<file path="src/design/kth_order_statistic_select_macros.svh">
// assertion macros for the k-th order statistic selector
// used by the top level; expects i_clk and i_rst_n in scope
`ifndef KTH_ORDER_STATISTIC_SELECT_MACROS_SVH
`define KTH_ORDER_STATISTIC_SELECT_MACROS_SVH

// same-cycle implication, checked outside reset
`define KOS_ASSERT_NOW(lbl, ante, cons) \
    lbl: assert property (@(posedge i_clk) disable iff (!i_rst_n) (ante) |-> (cons)) \
        else $error("kos check failed");

// next-cycle implication, checked outside reset
`define KOS_ASSERT_NEXT(lbl, ante, cons) \
    lbl: assert property (@(posedge i_clk) disable iff (!i_rst_n) (ante) |=> (cons)) \
        else $error("kos check failed");

`endif

</file>
<file path="src/design/kos_pkg.sv">
// shared types, widths and helpers for the k-th order statistic selector
// no dependencies
package kos_pkg;

    localparam int MAX_K    = 64;
    localparam int DATA_W   = 32;
    localparam int RANK_W   = 7;
    localparam int CNT_W    = $clog2(MAX_K + 1);
    localparam int IDX_W    = (MAX_K > 1) ? $clog2(MAX_K) : 1;
    localparam int CMP_W    = (RANK_W > CNT_W) ? RANK_W : CNT_W;
    localparam int GRP_SIZE = 8;
    localparam int NUM_GRP  = (MAX_K + GRP_SIZE - 1) / GRP_SIZE;
    localparam int CFG_IDX_W = 1;

    // configuration register indexes
    localparam logic [CFG_IDX_W-1:0] REG_RANK = 1'd0;
    localparam logic [CFG_IDX_W-1:0] REG_MODE = 1'd1;

    // link between neighboring cells
    typedef struct packed {
        logic              shift;
        logic [DATA_W-1:0] value;
    } t_link;

    // finished item waiting for readout
    typedef struct packed {
        logic             valid;
        logic             status;
        logic [IDX_W-1:0] idx;
    } t_pend;

    // unsigned key, smaller is better under the given mode
    function automatic logic [DATA_W-1:0] sort_key(input logic [DATA_W-1:0] value,
                                                   input logic mode);
        logic [DATA_W-1:0] k;
        k = value ^ {1'b1, {(DATA_W-1){1'b0}}};
        return mode ? ~k : k;
    endfunction

endpackage

</file>
<file path="src/design/kos_cell.sv">
// one slot of the sorted insertion chain
// depends on kos_pkg
module kos_cell (
    input  logic                       i_clk,
    input  logic                       i_en,
    input  logic                       i_valid,
    input  logic                       i_mode,
    input  logic [kos_pkg::DATA_W-1:0] i_sample,
    input  logic [kos_pkg::DATA_W-1:0] i_key,
    input  kos_pkg::t_link             i_prev,
    output kos_pkg::t_link             o_next
);
    import kos_pkg::*;

    logic [DATA_W-1:0] r_value;
    logic [DATA_W-1:0] n_value;
    logic              worse;

    // this slot gives way when empty or when it holds a worse entry
    assign worse = !i_valid || (sort_key(r_value, i_mode) > i_key);

    // the insertion point and everything after it moves down one slot
    assign o_next.shift = i_prev.shift | worse;
    assign o_next.value = r_value;

    always_comb begin
        n_value = r_value;
        if (i_prev.shift) begin
            n_value = i_prev.value;
        end else if (worse) begin
            n_value = i_sample;
        end
    end

    always_ff @(posedge i_clk) begin
        if (i_en) begin
            r_value <= n_value;
        end
    end

endmodule

</file>
<file path="config.mk">
export PLATFORM = sky130hd
export DESIGN_NAME = kos_cell
export DESIGN_NICKNAME = d
export VERILOG_FILES = /design/src/design/kth_order_statistic_select_macros.svh /design/src/design/kos_pkg.sv /design/src/design/kos_cell.sv
export SDC_FILE = /design/constraint.sdc
export NUM_CORES = 1
export LEC_CHECK = 0
export BUFFER_PORTS_ARGS = -buffer_cell sky130_fd_sc_hd__buf_2
export CAP_MARGIN = 20
export CELL_PAD_IN_SITES_DETAIL_PLACEMENT = 1
export CELL_PAD_IN_SITES_GLOBAL_PLACEMENT = 1
export CORE_ASPECT_RATIO = 0.5
export CORE_UTILIZATION = 36
export DETAILED_ROUTE_END_ITERATION = 6
export GPL_TIMING_DRIVEN = 0
export HOLD_SLACK_MARGIN = 0.06
export PLACE_DENSITY = 0.89
export SLEW_MARGIN = 5
export SYNTH_ARGS = -nofsm -noshare
export SYNTH_HDL_FRONTEND = slang
export SYNTH_SLANG_ARGS = --single-unit
</file>
<file path="constraint.sdc">
create_clock -name i_clk -period 6.53 [get_ports i_clk]
set_input_delay 0.3265 -clock i_clk [delete_from_list [all_inputs] [get_ports i_clk]]
set_output_delay 0.3265 -clock i_clk [all_outputs]
set_load 0.05 [all_outputs]
</file>
==> impl_metrics.csv, run 1 <==
group,metric,value,unit
layout,regArea,961,sq um
global_routing,gr-usage-all-layers,20.6,%
clocking,clkLatencyLatePin,280,ps
global_routing,grt_pass1_wl,11.4,mm
placement,dp_hpwl,5.90,mm
yosys,syn_inst,222,
status,status,"completed",
timing,finClkSkew,6.16,ps
flow_run,drv_cap,0,
global_routing,antenna_found_initial,0,
clocking,cts_tree,"built",
route,drtIter0Drc,27,
layout,largest_registers,"r_value (32)",
timing,period_needed,3140,ps
yosys,yosys.area.top_type,"edfxtp_1",
route,vias,2148,
yosys,synth-edff-count,32,
timing,max_freq,318,MHz
critical_path,critPathRequiredTime,6510,ps
clocking,htree_num_levels,2,
layout,area_delta_synth_final,38.4,%
critical_path,cpPeakStageDelay,530,ps
placement,pre_cts_ws,3170,ps
clocking,ctsResizeCount,0,
critical_path,crit_family,"compound AO/OA/AOI/OAI gates",
yosys,ys_ff_latch,32,
floorplanning,die_area,7270,sq um
placement,place.port_buffers,131,
route,wirelength,7.10,mm
route,avgRoutedWirePerCell,15.8,um
critical_path,arrival,3120,ps
floorplanning,start_util,39.2,%
floorplanning,rows,20,
critical_path,cp_cell_sequence,"clkbuf_1, buf_2, xor2_1, ha_1, nand4_2, nor4_2, o21ai_1, a31oi_2, o211a_1, buf_16",
timing,slew_violations,0,
clocking,clk_pin_slew,50,ps
yosys,synthesis.nets,355,
yosys,yosysUniqueCellTypes,25,
clocking,clockBufferDepth,2,
critical_path,end_kind,"register",
timing,holdWs,350,ps
timing,finalSetupViolCount,0,
route,route.met2.wl,3.88,mm
critical_path,cp_num_buf_inv,3,
route,remaining_drc_errors,0,
floorplanning,io_pins,134,
timing,setup_tns,0,ps
yosys,synth_common_cells,"edfxtp_1 (32), ha_1 (32), mux2_2 (32)",
layout,multi_input_comb_area,1380,sq um
yosys,yosys.area.top_type_share,38.6,%
layout,n_fill_cell,754,
pwr,power_leakage,1.73,nW
global_routing,grt.overflow.total,0,
yosys,async_reset_ff_share,0,%
yosys,ys_top_cells_by_area,"edfxtp_1 (39%), ha_1 (16%), mux2_2 (14%)",
timing,finalHoldViolCount,0,
clocking,cts_root_buf,"clkbuf_16",
yosys,seq_area_frac_synth,38.6,%
global_routing,grt_max_degree,23,
clocking,cts_num_sinks,32,
route,met3WireLength,257,um
route,wl_met1,2.77,mm
global_routing,grt_pass1_vias,2432,
route,dr.pass1.iters,4,
timing,layout_setup_ws,3390,ps
critical_path,rrSetupSlack,3570,ps
critical_path,crit_slowest_cell,"o211a_1",
clocking,postCtsHoldBufs,0,
timing,rsz0062_at_grt,"no",
floorplanning,die_w,120,um
timing,relSlewSlack,62.5,%
yosys,ys_warn_count,0,
yosys,synth.avg_cell_area,11.2,sq um
yosys,yosys_most_used_dff,"edfxtp_1",
timing,worstMarginPinSlew,563,ps
critical_path,path_max_fanout,22,
pwr,p_per_area,220,nW/um^2
critical_path,timing_worst_setup_path_type,"input pin to register",
yosys,synth_area,2490,sq um
clocking,cts_made_buffers,5,
pwr,irDropWorstVdd,0.121,mV
layout,diodes,0,
route,ant_nets,0,
route,top_layer_used,"met4",
critical_path,crit_path_start_kind,"input pin",
timing,timing.final.crit_share,48.1,%
layout,nNetsFinal,494,
floorplanning,core_area,6360,sq um
clocking,post_cts_buffers,0,
layout,drive_gt1_share,50.3,%
worst_hold_path,hold_path_class,"input pin to register",
placement,gp_congestion,0.765,
route,vias_per_cell,4.77,
floorplanning,dieHeight,60.8,um
layout,largest_reg_flops,32,
layout,top_register,"r_value",
## worst paths after layout
kind | startpoint | endpoint | depth (start not counted)
max | i_mode | r_value[26]$_DFFE_PP_ | 10
min | i_prev[3] | r_value[3]$_DFFE_PP_ | 2
max reg2reg | r_value[11]$_DFFE_PP_ | r_value[26]$_DFFE_PP_ | 8
min reg2reg | r_value[31]$_DFFE_PP_ | r_value[0]$_DFFE_PP_ | 5
## worst register-to-register path: cells and delay by family, from the launching register on
kind | cells | cell delay, ps
AO/OA/AOI/OAI | 3 | 920
AND/OR/NAND/NOR | 2 | 580
flip-flops | 1 | 430
adder cells (fa/ha/maj) | 1 | 320
buffers and inverters | 1 | 240
XOR/XNOR | 1 | 170
## final cells by class
type	count	share of cell area, %
multi-input combinational	151	39.9
clock inverter	2	1.02
sequential	32	27.9
tap	88	3.19
timing repair buffer	132	19.8
buffer	8	1.09
inverter	31	3.38
clock buffer	6	3.74
## per-stage QoR
step	total power [mW]	area (sq um)	utilization, %	cells
after floorplan	0.422	2490	-	222
after detailed placement	0.500	3280	51.7	442
after global routing	0.798	3450	54.2	450
after global placement	0.484	3260	51.2	441
after CTS	0.767	3450	54.2	450
final	0.759	3450	54.2	450
## logic make-up (layout without fill, tap and decap cells)
kind of cell	after synthesis	after routing	share of synthesized area, %
buffers and inverters	39	179	6.18
multiplexers	32	32	14.5
AND/OR/NAND/NOR	29	29	7.03
flip-flops	32	32	38.6
AO/OA/AOI/OAI	26	26	6.38
adder cells (fa/ha/maj)	32	32	16.1
XOR/XNOR	32	32	11.3
## report_power, final
group | switching [mW] | internal (mW) | total (mW)
Combinational | 0.144 | 0.0924 | 0.236
Clock | 0.0836 | 0.179 | 0.263
Sequential | 0.0115 | 0.249 | 0.260
Total | 0.239 | 0.520 | 0.759
## routing by layer
layer,vias up,global-route usage [%]
li1,1057,-
met1,1014,22.0
met2,62,42.7
met3,15,3.29
met4,0,7.68
met5,-,0
## cell usage in the layout (no fill, tap or decap), types with 2 or more instances in the layout
cell / synthesis / final
xor2_1: 30 / 30
o21ai_1: 2 / 2
o211a_1: 2 / 2
ha_1: 32 / 32
nor3b_1: 2 / 2
nor2b_1: 2 / 2
nor2_1: 3 / 3
a21oi_1: 12 / 12
clkbuf_16: 0 / 5
mux2_2: 32 / 32
inv_1: 31 / 31
buf_2: 6 / 137
nand2_1: 10 / 10
nand4_1: 6 / 6
a21o_1: 2 / 2
xnor2_1: 2 / 2
edfxtp_1: 32 / 32
o21ai_0: 5 / 5
nand4_2: 2 / 2
clkbuf_1: 2 / 3
nor4_2: 2 / 2
Note: power is estimated with default switching activity, not from simulation.
==> run 2, diff against run 1 <==
- CORE_UTILIZATION: 36 -> 33
- PLACE_DENSITY: 0.89 -> 0.83
- clock period: 6.53 -> 2.9 ns (I/O delays scaled with it)
==> run 2 against run 1 <==
Cell count grew 0.67%. The flow now finishes with violations (DRC). Sequential power increased by 130%. Power grew 130%. Clock power increased by 130%. Die area increased by 8.9%. Count of clock-buffer cells in the layout did not move. Setup slack worse by 3200 ps. Sequential share of layout area grew 0.051 points. Combinational power rose by 120%.
==> impl_metrics.csv, run 2 (synthesis gave the netlist of run 1 again) <==
group,metric,value,unit
status,status,"finished with violations",
status,violations,"DRC",
critical_path,timing_worst_setup_path_type,"register to register",
route,remaining_drc_errors,6,
clocking,clockBufferDepth,2,
layout,regArea,961,sq um
pwr,pwr-share-seq,34.0,%
route,dr.pass1.iters,6,
critical_path,crit_path_start_kind,"register",
critical_path,path_max_fanout,32,
global_routing,grt_max_degree,33,
clocking,cts_num_sinks,32,
placement,gp_congestion,0.767,
pwr,p_switching,552,uW
layout,final_common_cell,"buf_2",
placement,dp_hpwl,5.77,mm
timing,layout_setup_ws,219,ps
critical_path,critPathRequiredTime,2820,ps
layout,nNetsFinal,493,
layout,area_delta_synth_final,38.2,%
pwr,irDropWorstVdd,0.172,mV
timing,slew_violations,0,
floorplanning,rows,21,
layout,multi_input_comb_area,1390,sq um
floorplanning,start_util,35.6,%
route,avgRoutedWirePerCell,15.4,um
global_routing,gr-usage-all-layers,18.1,%
clocking,clkLatencyLatePin,280,ps
layout,largest_registers,"r_value (32)",
timing,finClkSkew,4.48,ps
critical_path,arrival,2600,ps
global_routing,grt_pass1_vias,2328,
layout,diodes,0,
pwr,p_clk_share,35.3,%
clocking,cts_tree,"built",
timing,finalHoldViolCount,0,
clocking,post_cts_buffers,0,
floorplanning,io_pins,134,
clocking,postCtsHoldBufs,0,
route,vias_per_cell,4.74,
global_routing,antenna_found_initial,0,
clocking,htree_num_levels,2,
clocking,cts_root_buf,"clkbuf_16",
timing,timing.final.crit_share,92.5,%
placement,place.port_buffers,131,
timing,max_freq,373,MHz
layout,top_register,"r_value",
route,drtIter0Drc,45,
timing,rsz0062_at_grt,"no",
timing,relSlewSlack,68.8,%
floorplanning,die_area,7920,sq um
timing,worstMarginPinSlew,469,ps
worst_hold_path,hold_path_class,"input pin to register",
pwr,combPwrFrac,30.7,%
floorplanning,dieHeight,63.4,um
floorplanning,die_w,125,um
global_routing,grt.overflow.total,0,
pwr,fin_total_pwr,1.72,mW
layout,largest_reg_flops,32,
route,vias,2149,
route,ant_nets,0,
layout,drive_gt1_share,50.4,%
timing,finalSetupViolCount,0,
pwr,p_per_area,500,nW/um^2
pwr,power_leakage,1.72,nW
placement,pre_cts_ws,-388,ps
layout,stdcell_count,453,
layout,final_cell_mix,"buf_2 (137), mux2_2 (32), ha_1 (32), edfxtp_1 (32), inv_1 (31)",
placement,dp_cells,445,
flow_run,drv_cap,0,
global_routing,grt_pass1_wl,11.0,mm
clocking,clk_pin_slew,60,ps
route,wirelength,6.98,mm
timing,setup_tns,0,ps
pwr,p_sw_share,32.1,%
floorplanning,core_area,6990,sq um
layout,n_fill_cell,849,
timing,period_needed,2680,ps
pwr,intPower,1.17,mW
clocking,cts_made_buffers,5,
critical_path,end_kind,"register",
-- run 2: critical path: stages (launching register included) --
cell      delay, ps
edfxtp_1        390
xor2_1          160
ha_1            340
nand4_2         150
nor4_2          390
o21ai_1         130
a31oi_2         250
o211a_4         500
-- run 2: power groups by stage --
stage | registers [mW] | logic [mW] | clock network, mW
global route | 0.589 | 0.578 | 0.634
floorplan | 0.716 | 0.235 | 0
CTS | 0.586 | 0.531 | 0.613
detailed placement | 0.595 | 0.526 | 0
finish | 0.585 | 0.528 | 0.607
global placement | 0.593 | 0.502 | 0
-- run 2: timing repair --
action,4_1_cts,5_1_grt
gates resized for setup,1,1
cloned,0,0
setup endpoints to repair,32,32
-- run 2: cell type report --
cell class,count,share of cell area (%)
multi-input combinational,151,40.4
sequential,32,27.9
timing repair buffer,131,19.1
clock buffer,6,3.75
inverter,31,3.38
tap,92,3.35
buffer,8,1.09
clock inverter,2,1.02
-- run 2: final timing paths --
check	start	endpoint	slack (ps)	cells past startpoint
max	r_value[14]$_DFFE_PP_	r_value[12]$_DFFE_PP_	220	7
min	i_sample[7]	r_value[7]$_DFFE_PP_	160	2
max reg2reg	r_value[14]$_DFFE_PP_	r_value[12]$_DFFE_PP_	220	7
min reg2reg	r_value[16]$_DFFE_PP_	r_value[0]$_DFFE_PP_	1570	7
-- run 2: metrics by stage --
stage                     utilization (%)  area, sq um  hold WS, ps
after CTS                            49.1         3430          162
final                                49.2         3440          163
after detailed placement             46.7         3260          450
after global placement               46.7         3260          446
after global routing                 49.2         3440          161
after floorplan                         -         2490          365
-- run 2: per-layer routing --
layer / up-vias / track usage, % / wire length (um)
li1: 1061 / - / -
met1: 1036 / 20.4 / 2880
met2: 48 / 35.5 / 3810
met3: 4 / 3.57 / 256
met4: 0 / 4.12 / 30
met5: - / 0 / 0
==> run 3, diff against run 2 <==
- CORE_UTILIZATION: 33 -> 36
- PLACE_DENSITY: 0.83 -> 0.89
- clock period: 2.9 -> 3.15 ns (I/O delays scaled with it)
==> run 3 against run 2 <==
The run now ends clean. Combinational power decreased by 7.2%. Via count up 0.47%. Routed wire length up 1.8%. Clock skew increased by 1.0 ps. Sequential share of layout area shrank 0.051 points. Design area grew 0.18%. First-iteration DRC count shrank 6.7%. Sequential power is 7.9% lower. Setup slack gained 73 ps. Utilization rose by 5.0 points. Hold slack improved by 18 ps. Non-clock buffer count grew 1. Critical path type is now input pin to register.
==> impl_metrics.csv, run 3 (synthesis gave the netlist of run 1 again) <==
group,metric,value,unit
status,status,"completed",
route,avgRoutedWirePerCell,15.8,um
timing,timing.final.crit_share,90.7,%
route,wirelength,7.10,mm
route,vias_per_cell,4.80,
floorplanning,dieHeight,60.8,um
critical_path,path_max_fanout,22,
layout,drive_gt1_share,50.6,%
critical_path,end_kind,"register",
layout,area_delta_synth_final,38.4,%
timing,worstMarginPinSlew,448,ps
floorplanning,io_pins,134,
clocking,ctsResizeCount,0,
clocking,htree_num_levels,2,
placement,pre_cts_ws,-37.9,ps
route,remaining_drc_errors,0,
timing,max_freq,350,MHz
clocking,post_cts_buffers,0,
clocking,clk_pin_slew,50,ps
clocking,postCtsHoldBufs,0,
timing,period_needed,2860,ps
timing,setup_tns,0,ps
global_routing,grt_pass1_vias,2432,
floorplanning,rows,20,
global_routing,grt_pass1_wl,11.4,mm
clocking,cts_tree,"built",
global_routing,grt_max_degree,23,
layout,stdcell_count,450,
layout,nNetsFinal,494,
route,vias,2159,
layout,final_cell_mix,"buf_2 (137), mux2_2 (32), ha_1 (32), edfxtp_1 (32), inv_1 (31)",
placement,dp_cells,442,
floorplanning,start_util,39.2,%
layout,top_register,"r_value",
timing,rsz0062_at_grt,"no",
placement,gp_congestion,0.765,
timing,relSlewSlack,70.1,%
layout,final_common_cell,"buf_2",
flow_run,drv_cap,0,
layout,diodes,0,
clocking,cts_made_buffers,5,
timing,finClkSkew,5.49,ps
critical_path,timing_worst_setup_path_type,"input pin to register",
timing,slew_violations,0,
layout,finish.utilization,54.2,%
worst_hold_path,hold_path_class,"input pin to register",
timing,finalSetupViolCount,0,
timing,holdWs,181,ps
clocking,clkLatencyLatePin,280,ps
clocking,cts_num_sinks,32,
floorplanning,core_area,6360,sq um
pwr,power_leakage,1.72,nW
clocking,cts_root_buf,"clkbuf_16",
route,drtIter0Drc,42,
floorplanning,die_area,7270,sq um
pwr,p_per_area,456,nW/um^2
route,ant_nets,0,
critical_path,critPathRequiredTime,3130,ps
pwr,irDropWorstVdd,0.252,mV
layout,stdcell_area,3450,sq um
timing,layout_setup_ws,292,ps
layout,largest_reg_flops,32,
global_routing,gr-usage-all-layers,20.6,%
route,dr.pass1.iters,4,
timing,finalHoldViolCount,0,
layout,largest_registers,"r_value (32)",
critical_path,crit_path_start_kind,"input pin",
floorplanning,die_w,120,um
worst_hold_path,worstHoldPathCells,2,
critical_path,arrival,2840,ps
layout,n_fill_cell,754,
global_routing,antenna_found_initial,0,
pwr,fin_total_pwr,1.57,mW
clocking,clockBufferDepth,2,
critical_path,reg2reg_depth,8,
placement,dp_hpwl,5.90,mm
placement,place.port_buffers,131,
global_routing,grt.overflow.total,0,
placement,place_area,3280,sq um
[run 3: per-layer routing]
metal,share of wire [%],track usage (%)
met1,38,22.0
met2,55,42.7
met3,4.1,3.29
met4,2.6,7.68
met5,0,0
[run 3: layout make-up]
type	instances	area [sq um]	area share, %
Buffer	8	37.5	1.09
Clock buffer	6	129	3.74
Clock inverter	2	35.0	1.02
Inverter	31	116	3.38
Multi-Input combinational cell	151	1380	39.9
Sequential cell	32	961	27.9
Tap cell	88	110	3.19
Timing Repair Buffer	132	683	19.8
[run 3: where the power goes]
part / total (mW) / switching, mW / leakage (nW) / internal, mW
Sequential: 0.539 / 0.0239 / 0.309 / 0.515
Clock: 0.543 / 0.172 / 0.0808 / 0.371
Combinational: 0.490 / 0.298 / 1.33 / 0.192
Total: 1.57 / 0.494 / 1.72 / 1.08
[run 3: critical path, stage by stage]
cell and delay (ps):
clkbuf_1 210, buf_2 350, xor2_1 110, ha_1 330, nand4_2 150, nor4_2 450
o21ai_1 160, a31oi_2 220, o211a_2 440, buf_16 220
[run 3: worst paths after layout]
| path | start | endpoint | slack, ps |
|---|---|---|---|
| worst max register to register | r_value[11]$_DFFE_PP_ | r_value[26]$_DFFE_PP_ | 300 |
| worst min register to register | r_value[31]$_DFFE_PP_ | r_value[0]$_DFFE_PP_ | 1520 |
| worst max-delay path | i_mode | r_value[26]$_DFFE_PP_ | 290 |
| worst min-delay path | i_prev[3] | r_value[3]$_DFFE_PP_ | 180 |
